===== src/rtl/core/gfau_pkg.sv =====
// Shared types, codes and the GF(2^8) multiply function for the arithmetic unit.
package gfau_pkg;

  localparam int unsigned ByteW = 8;
  localparam int unsigned PolyW = 9;
  localparam int unsigned FuncW = 3;

  localparam logic [PolyW-1:0] PolyReset = 9'h11D;
  localparam logic [ByteW-1:0] InvExp    = 8'd254;
  localparam logic [ByteW-1:0] ByteOne   = 8'h01;

  typedef enum logic [FuncW-1:0] {
    FUNC_MUL = 3'd0,
    FUNC_DIV = 3'd1,
    FUNC_ADD = 3'd2,
    FUNC_SUB = 3'd3,
    FUNC_INV = 3'd4,
    FUNC_POW = 3'd5
  } func_e;

  typedef enum logic [1:0] {
    ST_IDLE,
    ST_POWER,
    ST_DIV_MUL,
    ST_WRITE
  } state_e;

  // controller -> datapath
  typedef struct packed {
    logic load;     // capture operands of an accepted beat
    logic step;     // one square-and-multiply iteration
    logic div_mul;  // a * inverse(b)
    logic write;    // move result into output register
  } cmd_t;

  // datapath -> controller
  typedef struct packed {
    logic exp_zero;
    logic is_div;
    logic out_stall;  // output register full and not being drained
  } sts_t;

  // Carry-less product, then reduction from bit 15 down to bit 8.
  function automatic logic [ByteW-1:0] gf_mul(input logic [ByteW-1:0] x,
                                              input logic [ByteW-1:0] y,
                                              input logic [PolyW-1:0] poly);
    logic [2*ByteW-1:0] p;
    p = '0;
    for (int i = 0; i < ByteW; i++) begin
      if (y[i]) begin
        p = p ^ ({{ByteW{1'b0}}, x} << i);
      end
    end
    for (int b = 2*ByteW-1; b >= ByteW; b--) begin
      if (p[b]) begin
        p = p ^ ({{(2*ByteW-PolyW){1'b0}}, poly} << (b - ByteW));
      end
    end
    return p[ByteW-1:0];
  endfunction

endpackage


===== src/rtl/core/gfau_if.sv =====
// Valid/ready channel interfaces for request and result beats.
interface gfau_req_if;
  logic                            valid;
  logic                            ready;
  logic [gfau_pkg::FuncW-1:0]      func;
  logic [gfau_pkg::ByteW-1:0]      operand_a;
  logic [gfau_pkg::ByteW-1:0]      operand_b;

  modport source (output valid, output func, output operand_a, output operand_b,
                  input ready);
  modport sink   (input valid, input func, input operand_a, input operand_b,
                  output ready);
endinterface

interface gfau_rsp_if;
  logic                       valid;
  logic                       ready;
  logic [gfau_pkg::ByteW-1:0] result;

  modport source (output valid, output result, input ready);
  modport sink   (input valid, input result, output ready);
endinterface


===== src/rtl/core/gfau_ctrl.sv =====
// Sequencer for the arithmetic unit: issues load, step, divide and write commands.
module gfau_ctrl (
  input  logic                       clk_i,
  input  logic                       rst_ni,
  input  logic                       req_valid_i,
  input  logic [gfau_pkg::FuncW-1:0] req_func_i,
  output logic                       req_ready_o,
  input  gfau_pkg::sts_t             sts_i,
  output gfau_pkg::cmd_t             cmd_o
);

  gfau_pkg::state_e state_q, state_d;

  always_ff @(posedge clk_i or negedge rst_ni) begin
    if (!rst_ni) begin
      state_q <= gfau_pkg::ST_IDLE;
    end else begin
      state_q <= state_d;
    end
  end

  always_comb begin
    state_d     = state_q;
    cmd_o       = '0;
    req_ready_o = 1'b0;
    case (state_q)
      gfau_pkg::ST_IDLE: begin
        req_ready_o = 1'b1;
        if (req_valid_i) begin
          cmd_o.load = 1'b1;
          if (req_func_i == gfau_pkg::FUNC_DIV || req_func_i == gfau_pkg::FUNC_INV ||
              req_func_i == gfau_pkg::FUNC_POW) begin
            state_d = gfau_pkg::ST_POWER;
          end else begin
            state_d = gfau_pkg::ST_WRITE;
          end
        end
      end
      gfau_pkg::ST_POWER: begin
        if (sts_i.exp_zero) begin
          state_d = sts_i.is_div ? gfau_pkg::ST_DIV_MUL : gfau_pkg::ST_WRITE;
        end else begin
          cmd_o.step = 1'b1;
        end
      end
      gfau_pkg::ST_DIV_MUL: begin
        cmd_o.div_mul = 1'b1;
        state_d       = gfau_pkg::ST_WRITE;
      end
      gfau_pkg::ST_WRITE: begin
        if (!sts_i.out_stall) begin
          cmd_o.write = 1'b1;
          state_d     = gfau_pkg::ST_IDLE;
        end
      end
      default: begin
        state_d = gfau_pkg::ST_IDLE;
      end
    endcase
  end

endmodule


===== src/rtl/core/gfau_dpath.sv =====
// Datapath: operand, accumulator and exponent registers, two field multipliers, output register.
module gfau_dpath (
  input  logic                       clk_i,
  input  logic                       rst_ni,
  input  logic                       cfg_we_i,
  input  logic [gfau_pkg::PolyW-1:0] cfg_wdata_i,
  input  logic [gfau_pkg::FuncW-1:0] req_func_i,
  input  logic [gfau_pkg::ByteW-1:0] req_operand_a_i,
  input  logic [gfau_pkg::ByteW-1:0] req_operand_b_i,
  input  gfau_pkg::cmd_t             cmd_i,
  output gfau_pkg::sts_t             sts_o,
  output logic                       rsp_valid_o,
  output logic [gfau_pkg::ByteW-1:0] rsp_result_o,
  input  logic                       rsp_ready_i
);

  logic [gfau_pkg::PolyW-1:0] poly_q;
  logic [gfau_pkg::FuncW-1:0] func_q;
  logic [gfau_pkg::ByteW-1:0] opa_q, opb_q, acc_q, base_q, exp_q;
  logic [gfau_pkg::ByteW-1:0] res_q, res_d;
  logic                       valid_q;
  logic [gfau_pkg::ByteW-1:0] mx, my, prod0, prod1;
  logic                       load_div, load_inv;

  always_ff @(posedge clk_i or negedge rst_ni) begin
    if (!rst_ni) begin
      poly_q <= gfau_pkg::PolyReset;
    end else if (cfg_we_i) begin
      poly_q <= cfg_wdata_i;
    end
  end

  // multiplier 0 is shared: acc*base while stepping, a*inv at the end of a
  // divide, a*b for a plain multiply
  always_comb begin
    if (cmd_i.div_mul) begin
      mx = opa_q;
      my = acc_q;
    end else if (cmd_i.step) begin
      mx = acc_q;
      my = base_q;
    end else begin
      mx = opa_q;
      my = opb_q;
    end
  end

  assign prod0 = gfau_pkg::gf_mul(mx, my, poly_q);
  assign prod1 = gfau_pkg::gf_mul(base_q, base_q, poly_q);

  assign load_div = (req_func_i == gfau_pkg::FUNC_DIV);
  assign load_inv = (req_func_i == gfau_pkg::FUNC_INV);

  always_ff @(posedge clk_i) begin
    if (cmd_i.load) begin
      func_q <= req_func_i;
      opa_q  <= req_operand_a_i;
      opb_q  <= req_operand_b_i;
      acc_q  <= gfau_pkg::ByteOne;
      base_q <= load_div ? req_operand_b_i : req_operand_a_i;
      exp_q  <= (load_div || load_inv) ? gfau_pkg::InvExp : req_operand_b_i;
    end else if (cmd_i.step) begin
      if (exp_q[0]) begin
        acc_q <= prod0;
      end
      base_q <= prod1;
      exp_q  <= exp_q >> 1;
    end else if (cmd_i.div_mul) begin
      acc_q <= prod0;
    end
  end

  always_comb begin
    case (func_q)
      gfau_pkg::FUNC_MUL: res_d = prod0;
      gfau_pkg::FUNC_DIV,
      gfau_pkg::FUNC_INV,
      gfau_pkg::FUNC_POW: res_d = acc_q;
      gfau_pkg::FUNC_ADD,
      gfau_pkg::FUNC_SUB: res_d = opa_q ^ opb_q;
      default:            res_d = '0;
    endcase
  end

  always_ff @(posedge clk_i or negedge rst_ni) begin
    if (!rst_ni) begin
      valid_q <= 1'b0;
    end else if (cmd_i.write) begin
      valid_q <= 1'b1;
    end else if (rsp_ready_i) begin
      valid_q <= 1'b0;
    end
  end

  always_ff @(posedge clk_i) begin
    if (cmd_i.write) begin
      res_q <= res_d;
    end
  end

  assign sts_o.exp_zero  = (exp_q == '0);
  assign sts_o.is_div    = (func_q == gfau_pkg::FUNC_DIV);
  assign sts_o.out_stall = valid_q && !rsp_ready_i;

  assign rsp_valid_o  = valid_q;
  assign rsp_result_o = res_q;

endmodule


===== src/rtl/core/gf256_arithmetic_unit.sv =====
// Top level of the GF(2^8) arithmetic unit: controller plus datapath.
//
//  channel | dir | handshake    | payload
//  --------+-----+--------------+-------------------------------------------
//  req_i   | in  | valid/ready  | func[2:0], operand_a[7:0], operand_b[7:0]
//  rsp_o   | out | valid/ready  | result[7:0]
//  cfg     | in  | cfg_we_i     | cfg_wdata_i[8:0] = reduction_poly
//
// Mul/add/sub and unused codes go straight to the write state; power, inverse
// and divide first run the square-and-multiply sequence, one exponent bit
// per cycle through two field multipliers (acc*base and base*base).
// Reset: async active low; clears the sequencer and the output valid, and
// loads reduction_poly with 0x11D. No clearing pass.
// Stalls: the result sits in an output register, so a new request beat is
// taken while an earlier result waits; the sequencer only holds in its
// write state when that register is still full and not being drained.
module gf256_arithmetic_unit (
  input  logic                       clk_i,
  input  logic                       rst_ni,
  input  logic                       cfg_we_i,
  input  logic [gfau_pkg::PolyW-1:0] cfg_wdata_i,
  gfau_req_if.sink                   req_i,
  gfau_rsp_if.source                 rsp_o
);

  gfau_pkg::cmd_t cmd;
  gfau_pkg::sts_t sts;

  gfau_ctrl u_ctrl (
    .clk_i       (clk_i),
    .rst_ni      (rst_ni),
    .req_valid_i (req_i.valid),
    .req_func_i  (req_i.func),
    .req_ready_o (req_i.ready),
    .sts_i       (sts),
    .cmd_o       (cmd)
  );

  gfau_dpath u_dpath (
    .clk_i           (clk_i),
    .rst_ni          (rst_ni),
    .cfg_we_i        (cfg_we_i),
    .cfg_wdata_i     (cfg_wdata_i),
    .req_func_i      (req_i.func),
    .req_operand_a_i (req_i.operand_a),
    .req_operand_b_i (req_i.operand_b),
    .cmd_i           (cmd),
    .sts_o           (sts),
    .rsp_valid_o     (rsp_o.valid),
    .rsp_result_o    (rsp_o.result),
    .rsp_ready_i     (rsp_o.ready)
  );

endmodule


===== src/flat_wrapper.sv =====
// flat-port wrapper written by rule: the top's interface ports become plain ports
module gf256_arithmetic_unit_flat 
  (clk_i, rst_ni, cfg_we_i, cfg_wdata_i, req_i_valid, req_i_func, req_i_operand_a, req_i_operand_b, req_i_ready, rsp_o_valid, rsp_o_result, rsp_o_ready);
  gfau_req_if req_i_i ();
  gfau_rsp_if rsp_o_i ();
  input  logic clk_i;
  input  logic rst_ni;
  input  logic cfg_we_i;
  input  logic [gfau_pkg::PolyW-1:0] cfg_wdata_i;
  input wire logic [$bits(req_i_i.valid)-1:0] req_i_valid;
  input wire logic [$bits(req_i_i.func)-1:0] req_i_func;
  input wire logic [$bits(req_i_i.operand_a)-1:0] req_i_operand_a;
  input wire logic [$bits(req_i_i.operand_b)-1:0] req_i_operand_b;
  output wire logic [$bits(req_i_i.ready)-1:0] req_i_ready;
  output wire logic [$bits(rsp_o_i.valid)-1:0] rsp_o_valid;
  output wire logic [$bits(rsp_o_i.result)-1:0] rsp_o_result;
  input wire logic [$bits(rsp_o_i.ready)-1:0] rsp_o_ready;
  assign req_i_i.valid = req_i_valid;
  assign req_i_i.func = req_i_func;
  assign req_i_i.operand_a = req_i_operand_a;
  assign req_i_i.operand_b = req_i_operand_b;
  assign req_i_ready = req_i_i.ready;
  assign rsp_o_valid = rsp_o_i.valid;
  assign rsp_o_result = rsp_o_i.result;
  assign rsp_o_i.ready = rsp_o_ready;
  gf256_arithmetic_unit u_core (.clk_i(clk_i), .rst_ni(rst_ni), .cfg_we_i(cfg_we_i), .cfg_wdata_i(cfg_wdata_i), .req_i(req_i_i), .rsp_o(rsp_o_i));
endmodule

===== config.mk =====
export PLATFORM = sky130hd
export DESIGN_NAME = gf256_arithmetic_unit_flat
export DESIGN_NICKNAME = d
export VERILOG_FILES = /design/src/rtl/core/gfau_pkg.sv /design/src/rtl/core/gfau_if.sv /design/src/rtl/core/gfau_ctrl.sv /design/src/rtl/core/gfau_dpath.sv /design/src/rtl/core/gf256_arithmetic_unit.sv /design/src/flat_wrapper.sv
export SDC_FILE = /design/constraint.sdc
export NUM_CORES = 1
export LEC_CHECK = 0
export BUFFER_PORTS_ARGS = -buffer_cell sky130_fd_sc_hd__buf_4
export CAP_MARGIN = 40
export CORE_MARGIN = 8
export CORE_UTILIZATION = 65
export CTS_CLUSTER_DIAMETER = 120
export CTS_CLUSTER_SIZE = 25
export DETAILED_ROUTE_END_ITERATION = 6
export HOLD_SLACK_MARGIN = 0.05
export PLACE_DENSITY = 0.85
export RECOVER_POWER = 100
export SLEW_MARGIN = 5
export SYNTH_ARGS = -nofsm -noshare
export SYNTH_HDL_FRONTEND = slang
export SYNTH_SLANG_ARGS = --single-unit

===== constraint.sdc =====
create_clock -name clk_i -period 9.2 [get_ports clk_i]
set_clock_uncertainty 0.1 [all_clocks]
set_input_delay 1.38 -clock clk_i [delete_from_list [all_inputs] [get_ports clk_i]]
set_output_delay 1.38 -clock clk_i [all_outputs]
set_load 0.02 [all_outputs]

# After elaboration in Yosys (flattened, before gate mapping)
# Index checks and enable logic that the tools add are counted.
# word_totals
n_memories	0
mem_bits_rw	0
register_bits	62
input_bits	33
word_cells	132
rom_bits	0
latch_bits	0
# op_classes
n_eq_ne	15
addsub	0
bitwise_logic	31
n_mul	0
div_mod_pow	0
n_reduce_logical	14
mux	62
n_shift	0
order_cmp	0
# ops
operator	count
$mux 16	14
$mux 8	17
$xor 16x10->16	2
$xor 16x11->16	2
$xor 16x12->16	2
$xor 16x13->16	2
$xor 16x14->16	2
$xor 16x15->16	2
$xor 16x9->16	2
$mux 15	2
$xor 15x15->15	2
$mux 14	2
$xor 14x14->14	2
$mux 13	2
$xor 13x13->13	2
$mux 12	2
$pmux 8 s3	1
$xor 12x12->12	2
$xor 8x8->8	3
$mux 11	2
$xor 11x11->11	2
$mux 10	2
$xor 10x10->10	2
$mux 9	2
other kinds (22)	47

# Logic depth before layout (Yosys ltp)
# logic_depth
ltp_word	38
ltp_mapped	19

# Cells and area by module
# Synthesis repeated with hierarchy kept, for this count alone.
# unflattened
hier_cells	637
hier_area_um2	5600.4
# modules_own_cells
module	area_per_inst_um2	n_inst	cells_per_inst
gfau_dpath	5381.4	1	612
gfau_ctrl	219.0	1	25

# Least setup slack after synthesis
# Ideal clock, no wire load.
# synth_timing
path_kind	reg2reg
from	reg u_core.u_ctrl.state_q[1]
to	reg u_core.u_dpath.res_q (netlist bit u_core.u_dpath.rsp_result_o[3]), data pin
period_less_slack_ps	4411
setup_ps	264
arrival_ps	4047
n_path_buf	3
slack_ps	4789
stages_incl_launch_ff	20
cell_sequence	dfrtp_1 > inv_1 > ha_1 > clkbuf_2 > and2b_1 > a21boi_1 > buf_2 > buf_4 > mux2i_2 > nor2_1 > xor2_1 > xnor2_1 > xnor2_4 > xnor3_1 > o32a_1 > nand2_2 > xnor2_4 > nand2_1 > xnor2_1 > o21ai_1
# synth_between
elab_chain_len	36
word_cells_on_any_way	40
cone_classes	eq/ne (2); mux (23); bitwise (15)
# synth_rtl
item	line_no	text
start, declared	gfau_ctrl.sv:12	gfau_pkg::state_e state_q, state_d;
start signal, assigned	gfau_ctrl.sv:16	state_q <= gfau_pkg::ST_IDLE;
start signal, assigned	gfau_ctrl.sv:18	state_q <= state_d;
$eq 2x1->1	gfau_ctrl.sv:26	case (state_q)
$mux 1	gfau_ctrl.sv:26	
$mux 8	gfau_dpath.sv:39	end else if (cmd_i.step) begin
$mux 8	gfau_dpath.sv:36	if (cmd_i.div_mul) begin
$mux 8	gfau_pkg.sv:50	if (y[i]) begin
$xor 16x9->16	gfau_pkg.sv:51	p = p ^ ({{ByteW{1'b0}}, x} << i);
$mux 16	gfau_pkg.sv:50	
$xor 16x10->16	gfau_pkg.sv:51	
[... 20 more ...]	--	
$mux 11 (*)	gfau_pkg.sv:55	if (p[b]) begin
$xor 10x10->10	gfau_pkg.sv:56	p = p ^ ({{(2*ByteW-PolyW){1'b0}}, poly} << (b - ByteW));
$mux 10 (*)	gfau_pkg.sv:55	
$xor 9x9->9	gfau_pkg.sv:56	
$mux 9 (*)	gfau_pkg.sv:55	
$xor 8x8->8	gfau_pkg.sv:56	
$mux 8 (*)	gfau_pkg.sv:55	
$pmux 8 s3 (*)	gfau_dpath.sv:74	case (func_q)
end signal, assigned	gfau_dpath.sv:97	res_q <= res_d;
end, declared	gfau_dpath.sv:20	logic [gfau_pkg::ByteW-1:0] res_q, res_d;
# Every way passes the cells marked *; elsewhere a longest branch is shown, timed or not.
# A chain may end at the register's enable or synchronous reset.

# Worst setup path in the final report
# layout_timing
from	reg u_core.u_ctrl.state_q[1]
to	reg u_core.u_dpath.res_q (netlist bit u_core.u_dpath.rsp_result_o[7]), data pin
# Same word-level chain as after synthesis.

==> summary.txt <==
Worst Tran Pin Value: 2.13 ns
gr usage total: 27.0%
Root Driver: clkbuf_8
Max clock buf depth: 2
Routed met3 length: 1380 um
row count: 34
sequential element share of the synthesized area: 30.5%
Post-CTS Resized: 0
Reg clk slew, reported paths: 0.08 ns
CTS Hold Bufs: 0
area leader, netlist: edfxtp_1
min Tclk post-route: 7.25 ns
die area: 12,000 um2
IO Pins: 43
Post-Syn Instances: 651
Worst setup SP type: register
largest net degree at the start of global routing: 36
FF+latch area: 1730 um2
drt total wl: 15,800 um
area share of and/or/nand/nor cells after synthesis: 18.1%
post-DP HPWL: 11,000 um
Max stage delay on crit path: 1.78 ns
max-slew violation count: 51
Cell Chain, Critical Path: inv_1 -> ha_1 -> o21ai_0 -> a311oi_1 -> mux2i_1 -> o221ai_1 -> nand2_1 -> xnor2_1 -> xor2_1 -> o32a_1 -> nand2_2 -> xnor2_1 -> nand2_1 -> xnor2_1 -> o21ai_1
Antenna Cells: 0
die width: 109 um
Ys Warns: 0
Post-Syn Area per Cell: 8.72 um2
post-synth top area share: 22.7%
top sig layer: met4
Post-synth EDFFs: 43
delay-heaviest family, CP: compound AO/OA/AOI/OAI gates
mux share of post-synthesis cell area: 4.58%
Multi-input gate area: 3660 um2
H-tree levels: 3
Core Footprint: 8590 um2
routed length on met2: 7650 um
worst-path fanout max: 14
Antenna Nets Post-Route: 0
final hold vios: 0
Max Freq: 138 MHz
slowest cell on the critical path: a311oi_1
via density per instance: 6.39
WP data required: 9.19 ns
Mapped Nets: 688
max cap viols: 2
Die Span Y: 109 um
most frequent cells in the layout: nand2_1, xnor2_1, nor2_1, edfxtp_1, o21ai_0
met1 wire length: 6170 um
final setup fails: 0
synthesized area: 5680 um2
most used cell, CP: xnor2_1
failing checks: capacitance limit, slew limit
ys async rst share: 17.7%
drt initial violations: 581
CP Capture Type: register
setup TNS: 0 ns
synth-to-layout area growth: 6.52%
Post-Synth Adder-Cell Area: 0.881%
Hold Path Class: reg -> reg
CTS Buf Count: 9
# port buffers: 41
fill cell count: 663
Residual DRC: 0
first-pass GRT wire length: 25,200 um
Post-Synth XOR/XNOR Area: 25.5%
WP buf/inv: 1
vias in the first global route: 4,935
initial antenna violation count: 0
layout net count: 711
leading cell type in the layout, fill and taps excluded: nand2_1
mean routed wirelength per cell: 20.0 um
compound-cell area share of the yosys netlist: 16.7%
CTS tree: done
Pre-Repair DR Iteration Count: 5
crit path DAT: 7.25 ns
clk_lat worst skew: 0.36 ns
setup bufs post-CTS: 0
status: finished with violations
Sink Count: 62
Starting Density: 66.1%
Seq cells post-synth: 62
Placer Congestion: 0.933
share of cells above drive strength 1: 10.3%
top cells by area, synth: edfxtp_1, xnor2_1, nand2_1
post-synth cell types: 67
Final Cycle Share: 78.9%
max_slew headroom: -42.6%
vias: 5,025
gr ovfl total: 0
RSZ-0062 raised after global routing: false
largest family of logic cells by synthesized area: XOR/XNOR gates
critical path class: reg -> reg
prevailing post-synth register cell: edfxtp_1
stage by stage:
stage | worst slack (ns) | area, um2 | hold WS, ns | util [%] | cells
2_1_floorplan | 4.79 | 5680 | 0.436 | - | 651
3_3_place_gp | 3.44 | 5980 | 0.407 | 69.6 | 767
4_1_cts | 3.47 | 6240 | 0.455 | 72.6 | 787
6_report | 1.95 | 6050 | 0.442 | 70.4 | 787
5_1_grt | 1.55 | 6050 | 0.476 | 70.4 | 787
3_5_place_dp | 3.52 | 6020 | 0.436 | 70.0 | 771
registers in the layout, summed over array words and instances (netlist names), 3 cells and up:
name / cells
u_core.u_dpath.exp_q: 8
u_core.u_dpath.poly_q: 8
u_core.u_dpath.func_q: 3
u_core.u_dpath.acc_q: 8
u_core.u_dpath.rsp_result_o: 8
u_core.u_dpath.base_q: 8
u_core.u_dpath.opa_q: 8
u_core.u_dpath.opb_q: 8
synthesized netlist by cell type, types with 9 or more instances:
library cell,n
a21oi_1,32
a22oi_1,11
a31oi_1,10
and2_1,9
buf_2,11
clkbuf_1,17
edfxtp_1,43
inv_1,12
mux2_2,10
mux2i_1,12
nand2_1,117
nor2_1,54
nor3_1,10
o21ai_0,30
o21ai_1,12
xnor2_1,102
xor2_1,26
worst min-delay path, cell delays in order, from the launching register on:
cell and delay [ns]:
dfrtp_1 0.35, nand2b_1 0.09, nand2_1 0.08
layout make-up:
| cell class | count | share of cell area, % |
|---|---|---|
| clock buffer | 10 | 2.11 |
| inverter | 13 | 0.807 |
| multi-input combinational | 541 | 60.5 |
| timing repair buffer | 47 | 4.16 |
| sequential | 62 | 28.6 |
| clock inverter | 6 | 1.55 |
| tap | 108 | 2.23 |
final timing paths:
path | startpoint | endpoint | slack, ns | depth (start not counted)
setup / recovery | u_core.u_ctrl.state_q[1]$_DFFE_PN0P_ | u_core.u_dpath.rsp_result_o[7]$_SDFFCE_PN0P_ | 1.95 | 15
hold reg to reg | u_core.u_dpath.rsp_valid_o$_DFFE_PN0P_ | u_core.u_dpath.rsp_valid_o$_DFFE_PN0P_ | 0.44 | 2
hold / removal | u_core.u_dpath.rsp_valid_o$_DFFE_PN0P_ | u_core.u_dpath.rsp_valid_o$_DFFE_PN0P_ | 0.44 | 2
max in group asynchronous | rst_ni | u_core.u_dpath.poly_q[5]$_DFFE_PN0P_ | 7.50 | 1
setup reg to reg | u_core.u_ctrl.state_q[1]$_DFFE_PN0P_ | u_core.u_dpath.rsp_result_o[7]$_SDFFCE_PN0P_ | 1.95 | 15
min in group asynchronous | rst_ni | u_core.u_ctrl.state_q[1]$_DFFE_PN0P_ | 0.99 | 1
per-layer routing:
layer | vias to the layer above | GRT usage, %
met3 | 68 | 3.46
met2 | 303 | 45.5
met4 | 0 | 12.6
met1 | 2359 | 33.6
li1 | 2295 | -
met5 | - | 0
kinds of logic (layout without fill, tap and decap cells):
kind of cell | count (synthesis) | in the layout
adders and majority gates | 4 | 4
and+or+nand+nor | 234 | 234
xor gates and xnor gates | 143 | 143
muxes | 24 | 24
AOI/OAI and AO/OA | 136 | 136
DFF | 62 | 62
buffers and inverters | 48 | 76
Power is not shown: default switching activity piles up to over one toggle a cycle in this logic, so the estimate is an artifact.
